### config.mk
export PLATFORM = sky130hd
export DESIGN_NAME = svfs_search
export DESIGN_NICKNAME = d
export VERILOG_FILES = /design/src/design/svfs_pkg.sv /design/src/design/svfs_search.sv
export SDC_FILE = /design/constraint.sdc
export NUM_CORES = 1
export LEC_CHECK = 0
export BUFFER_PORTS_ARGS = -buffer_cell sky130_fd_sc_hd__buf_2
export CORE_UTILIZATION = 38
export DETAILED_ROUTE_END_ITERATION = 8
export GPL_TIMING_DRIVEN = 0
export PLACE_DENSITY = 0.7
export SYNTH_ARGS = -nofsm -noshare
export SYNTH_HDL_FRONTEND = slang
export SYNTH_SLANG_ARGS = --single-unit
export TNS_END_PERCENT = 100
### constraint.sdc
create_clock -name i_clk -period 3 [get_ports i_clk]
set_input_delay 0 -clock i_clk [delete_from_list [all_inputs] [get_ports i_clk]]
set_output_delay 0 -clock i_clk [all_outputs]
set_load 0.01 [all_outputs]
### src/design/svfs_pkg.sv
package svfs_pkg;

    // Fixed field widths of the word channels.
    localparam int unsigned OP_BITS      = 3;
    localparam int unsigned NAME_ID_BITS = 16;
    localparam int unsigned INDEX_BITS   = 8;
    localparam int unsigned WORD_BITS    = 32;
    localparam int unsigned SIZE_BITS    = 9;
    localparam int unsigned STATUS_BITS  = 3;

    // Operation codes of an input word.
    typedef enum logic [OP_BITS-1:0] {
        OP_PUSH   = 3'd0,
        OP_POP    = 3'd1,
        OP_DEFINE = 3'd2,
        OP_READ   = 3'd3,
        OP_WRITE  = 3'd4
    } t_op;

    // Result status codes.
    typedef enum logic [STATUS_BITS-1:0] {
        ST_OK    = 3'd0,
        ST_EMPTY = 3'd1,
        ST_DUP   = 3'd2,
        ST_SIZE  = 3'd3,
        ST_UNDEF = 3'd4,
        ST_RANGE = 3'd5,
        ST_FULL  = 3'd6
    } t_status;

    // Sequencer states.
    typedef enum logic [3:0] {
        S_IDLE,
        S_EXEC,
        S_POP_RD,
        S_DEF_RD,
        S_SCAN,
        S_FILL,
        S_ACCESS,
        S_RD_WAIT,
        S_FIN
    } t_state;

    // Report of the name search unit.
    typedef struct packed {
        logic done;
        logic found;
    } t_srch_res;

endpackage

### src/design/svfs_search.sv
module svfs_search #(
    parameter int unsigned MAX_ENTRIES = 64,
    parameter int unsigned NAME_BITS   = 16,
    parameter int unsigned CNT_BITS    = $clog2(MAX_ENTRIES + 1),
    parameter int unsigned IDX_BITS    = $clog2(MAX_ENTRIES)
) (
    input  logic                     i_clk,
    input  logic                     i_rst_n,
    input  logic                     i_start,
    input  logic [CNT_BITS-1:0]      i_lowest,
    input  logic [CNT_BITS-1:0]      i_count,
    input  logic [NAME_BITS-1:0]     i_key,
    input  logic [NAME_BITS-1:0]     i_rd_name,
    output logic                     o_rd_en,
    output logic [IDX_BITS-1:0]      o_rd_addr,
    output svfs_pkg::t_srch_res      o_res
);

    import svfs_pkg::*;

    logic                r_busy, n_busy;
    logic                r_pend, n_pend;
    logic [CNT_BITS-1:0] r_next, n_next;
    logic [CNT_BITS-1:0] r_lowest, n_lowest;
    logic [CNT_BITS-1:0] w_dec;
    logic                w_hit;
    logic                w_issue;

    // Newest-first scan: one row fetched per cycle, the row fetched last cycle
    // is compared while the next one is fetched.
    always_comb begin
        w_dec    = r_next - CNT_BITS'(1);
        w_hit    = r_busy && r_pend && (i_rd_name == i_key);
        w_issue  = r_busy && !w_hit && (r_next > r_lowest);
        n_busy   = r_busy;
        n_pend   = r_pend;
        n_next   = r_next;
        n_lowest = r_lowest;
        o_rd_en   = w_issue;
        o_rd_addr = w_dec[IDX_BITS-1:0];
        o_res.done  = r_busy && !w_issue;
        o_res.found = w_hit;
        if (i_start) begin
            n_busy   = 1'b1;
            n_pend   = 1'b0;
            n_next   = i_count;
            n_lowest = i_lowest;
        end else if (r_busy) begin
            if (w_issue) begin
                n_next = w_dec;
                n_pend = 1'b1;
            end else begin
                n_busy = 1'b0;
                n_pend = 1'b0;
            end
        end
    end

    // Control registers.
    always_ff @(posedge i_clk) begin
        if (!i_rst_n) begin
            r_busy <= 1'b0;
            r_pend <= 1'b0;
        end else begin
            r_busy <= n_busy;
            r_pend <= n_pend;
        end
    end

    // Scan bounds.
    always_ff @(posedge i_clk) begin
        r_next   <= n_next;
        r_lowest <= n_lowest;
    end

endmodule

After elaboration in Yosys (flattened, before gate mapping)
Cells that the tools add are included.
{"block": "classes", "n_reduce_logical": 11, "mux": 6, "order_cmp": 1, "eq_ne": 1, "n_addsub": 1, "bitwise": 1}
{"operator": "two-way mux 7 bit", "count": 3}
{"operator": "equality test 16 bit", "count": 1}
{"operator": "greater-than comparator 7 bit", "count": 1}
{"operator": "subtractor 7 x 1 -> 7 bit, second input constant", "count": 1}
{"operator": "logical AND 1 bit", "count": 5}
{"operator": "nonzero test 2 bit", "count": 2}
{"operator": "two-way mux 1 bit", "count": 3}
{"operator": "logical NOT 1 bit", "count": 2}
{"operator": "AND reduction 2 bit", "count": 1}
{"operator": "OR reduction 2 bit", "count": 1}
{"operator": "inverter 1 bit", "count": 1}
{"block": "word_totals", "wordCells": 25, "register_bits": 16, "input_bits": 49}

Depth between registers and ports, before layout
{"block": "logic_depth", "ltp_word": 8, "ltp_mapped": 7, "ltp_nobuf": 7}

Least setup slack after synthesis
OpenSTA, ideal clock, no wires.
{"block": "synth_timing", "path_kind": "reg2reg", "from": "register r_next[2]", "to": "register r_next[0] (enable)", "path_buffers": 0, "stages_incl_launch_ff": 7, "path_slack_ps": 1059, "period_less_slack_ps": 1941, "arrival_ps": 1618, "cell_sequence": "edfxtp_1 ha_1 nand3b_1 a21oi_1 o221a_2 o31a_1 or2_1"}
{"block": "synth_between", "elab_chain_len": 4}
{"item": "start, declared", "line_no": "svfs_search.sv:23", "rtl": "logic [CNT_BITS-1:0] r_next, n_next;"}
{"item": "start signal, assigned", "line_no": "svfs_search.sv:72", "rtl": "r_next <= n_next;"}
{"item": "greater-than comparator 7 bit", "line_no": "svfs_search.sv:34", "rtl": "w_issue = r_busy && !w_hit && (r_next > r_lowest);"}
{"item": "logical AND 1 bit", "line_no": "svfs_search.sv:34"}
{"item": "net o_rd_en", "line_no": "svfs_search.sv:14", "rtl": "output logic o_rd_en,"}
{"item": "nonzero test 2 bit (no source line)"}
{"item": "AND reduction 2 bit (no source line)"}
The timed path passes the listed nets, and every way through them passes these cells.
A chain may end at the register's enable or synchronous reset.

==> results_dict.tcl <==
set metrics [dict create \
    rsz0062_at_grt "false" \
    crit_path_max_incr_delay_ns 0.46 \
    critPathBufInv 1 \
    worst_slew_pin_slew_ns 0.385 \
    wl_per_cell_um 11.8 \
    drv_slew 0 \
    ys_top_cells_by_area "edfxtp_1 (40%), xor2_1 (13%), ha_1 (9.6%), xnor2_1 (5.0%), mux2_2 (4.3%)" \
    crit_path_start_kind "flip-flop" \
    fillers 218 \
    io_pins 58 \
    drive_gt1_share_pct 40.5 \
    p_leak_nw 0.723 \
    hp-class "in -> reg" \
    required_ns 3.00 \
    outcome "completed" \
    grt_pass1_wl_um 3680 \
    initial_core_util_pct 41.1 \
    finalCritPeriodShare_pct 72.3 \
    drt_iter0_drc 7 \
    clock_skew_ns 0.00190 \
    criticalPathCategory "reg -> out" \
    cp_top_family "compound AO/OA/AOI/OAI gates" \
    vdd.ir_drop.worst_mv 0.309 \
    cts_max_path_buffers 2 \
    gr-total-overflow 0 \
    yosysTopAreaCell "edfxtp_1" \
    synth.top_cell.area_share_pct 40.2 \
    die_y_um 54.5 \
    drv_cap 0 \
    path_max_fanout 5 \
    htreeDepth 1 \
    fin_crit_ns 2.17 \
    synth.distinct_cells 26 \
    gp_congestion 0.801 \
    instances_no_fill 198 \
    dieArea_um2 2970 \
    ant_nets 0 \
    root_buffer "clkbuf_4" \
    timing.fmax_ghz 0.461 \
    power_density_nw_per_um2 394 \
    synth_edf_count 14 \
    yosys_register_bits 16 \
    antenna_found_initial 0 \
    grt_use_total_pct 17.5 \
    crit_chain "ha_1 > a21oi_1 > o21ai_0 > o221a_2 > o31a_1 > and2b_2 > buf_2" \
    async_flop_share_pct 0 \
    syn_nets 153 \
    core_um2 2540 \
    crit_path_end_kind "primary output" \
    vias 983 \
    yosysWarnings 0 \
    fin_tns_setup_ns 0 \
    grt_start_max_net_pins 10 \
    cts_tree "yes" \
    design_area_um2 1510 \
    cts_sinks 16 \
    diodes 0 \
    clk_pin_slew_ns 0.09 \
    finalPower_w 0.000593 \
    routed_via_density 4.96 \
    die_w_um 54.5 \
    hold_viol 0 \
    cts_resized 0 \
    cp.arrival_ns 2.17 \
    slew_headroom_pct 74.3 \
    rows 18 \
    first_pass_iters 4 \
    synth_cells 96 \
    insertion_delay_ns 0.29 \
    avgSynthCellArea_um2 10.9 \
    area_delta_synth_final_pct 43.9 \
    port_buffers 57 \
    place_area_um2 1370 \
    fin_nets 226 \
    routed_wl_um 2340 \
    syn_area_um2 1050 \
    post-route-drc-count 0 \
    cts_inserted_buffers 3 \
    finalSetupViolCount 0 \
    synth_seq_area_share_pct 44.0 \
    place_inst 183 \
    dp_hpwl_um 1840 \
    cp_slowest_cell "edfxtp_1" \
    grt_pass1_vias 938 \
    synth_ff_type "edfxtp_1" \
]
[path summary, 6_finish.rpt]
kind              startpoint         to  slack [ns]  cells after the start
hold reg to reg       r_pend     r_pend        0.64                      2
hold / removal    i_count[2]  r_next[2]       0.009                      2
setup reg to reg   r_next[4]  r_next[5]        0.85                      6
setup / recovery   r_next[4]   o_res[1]        0.83                      7
[report_power, final]
group / switching (W) / total (W) / leakage (nW) / internal, W
Sequential: 0.0000176 / 0.000288 / 0.155 / 0.000270
Clock: 0.0000680 / 0.000116 / 0.0154 / 0.0000484
Combinational: 0.0000904 / 0.000189 / 0.553 / 0.0000982
Total: 0.000176 / 0.000593 / 0.723 / 0.000417
[metrics by stage]
step / utilization, % / hold slack (ns) / setup slack (ns)
2_1_floorplan: - / 0.0989 / 1.06
3_3_place_gp: 53.8 / 0.176 / 0.921
3_5_place_dp: 53.8 / 0.178 / 0.870
4_1_cts: 58.8 / 0.00342 / 0.841
5_1_grt: 59.1 / 0.00270 / 0.687
6_report: 59.1 / 0.00868 / 0.832
[timing repair]
action	in CTS	in global routing
buffers inserted	0	0
hold buffers	10	1
setup endpoints to repair	0	0
endpoints found under the hold margin	11	1
[routing by layer]
layer / vias up / track usage, % / wire length (µm) / share of wire (%)
met3: 5 / 3.61 / 179 / 7.7
met5: - / 0 / 0 / 0
met4: 0 / 6.84 / 44 / 1.9
met1: 450 / 17.8 / 898 / 38
li1: 482 / - / - / -
met2: 46 / 34.1 / 1220 / 52
[Yosys cell counts (2+ instances only)]
master and count:
a21oi_1 4, edfxtp_1 14, dfxtp_1 2, inv_1 10, nand2_1 6, ha_1 8
xor2_1 15, nand4_1 2, nand3b_1 2, nor4_1 2, xnor2_1 6, o21ai_0 4
mux2_2 4, nor3_1 3, nand3_1 3
[layout by cell type, fill, tap and decap left out]
master and n:
nand2_1 6, nor3_1 3, nand4_1 2, clkinv_1 1, mux2_2 4, a21oi_1 4
o21ai_0 4, nand3b_1 2, nor4_2 1, dfxtp_1 2, o211a_1 1, dlygate4sd3_1 11
clkbuf_4 3, o21a_1 1, nor2b_1 1, clkbuf_1 1, buf_4 1, o221a_2 1
or2_1 1, ha_1 8, and2b_2 1, inv_1 10, edfxtp_1 14, o31a_1 1
nor2_1 1, buf_2 57, xnor2_1 6, nor4_1 2, xor2_1 15, nand3_1 3
[final cells by class]
type	count	area, µm²	share of cell area [%]
multi-input combinational	68	537	35.7
sequential	16	460	30.6
timing repair buffer	68	395	26.3
inverter	10	37.5	2.49
tap	30	37.5	2.49
clock buffer	3	22.5	1.50
buffer	2	11.3	0.748
clock inverter	1	3.75	0.249
[state kept, by name, indices dropped and copies added, names as in the netlist]
| register | flops |
|---|---|
| r_busy | 1 |
| r_lowest | 7 |
| r_next | 7 |
| r_pend | 1 |
[cell families (layout without fill, tap and decap cells)]
group	Yosys count	count (layout)	synth area share, %
AO/OA/AOI/OAI	12	12	7.42
XOR/XNOR	21	21	17.6
adder cells (fa/ha/maj)	8	8	9.57
buffers and inverters	12	84	4.67
flip-flops	16	16	44.0
multiplexers	4	4	4.31
AND/OR/NAND/NOR	23	23	12.4
[worst register-to-register path, cell delays in order (launching register included)]
cell      delay, ns
edfxtp_1       0.46
ha_1           0.34
a21oi_1        0.08
o21ai_0        0.22
o221a_2        0.23
o31a_1         0.20
or2_1          0.31
No activity file was read; power rests on OpenSTA's default activity.
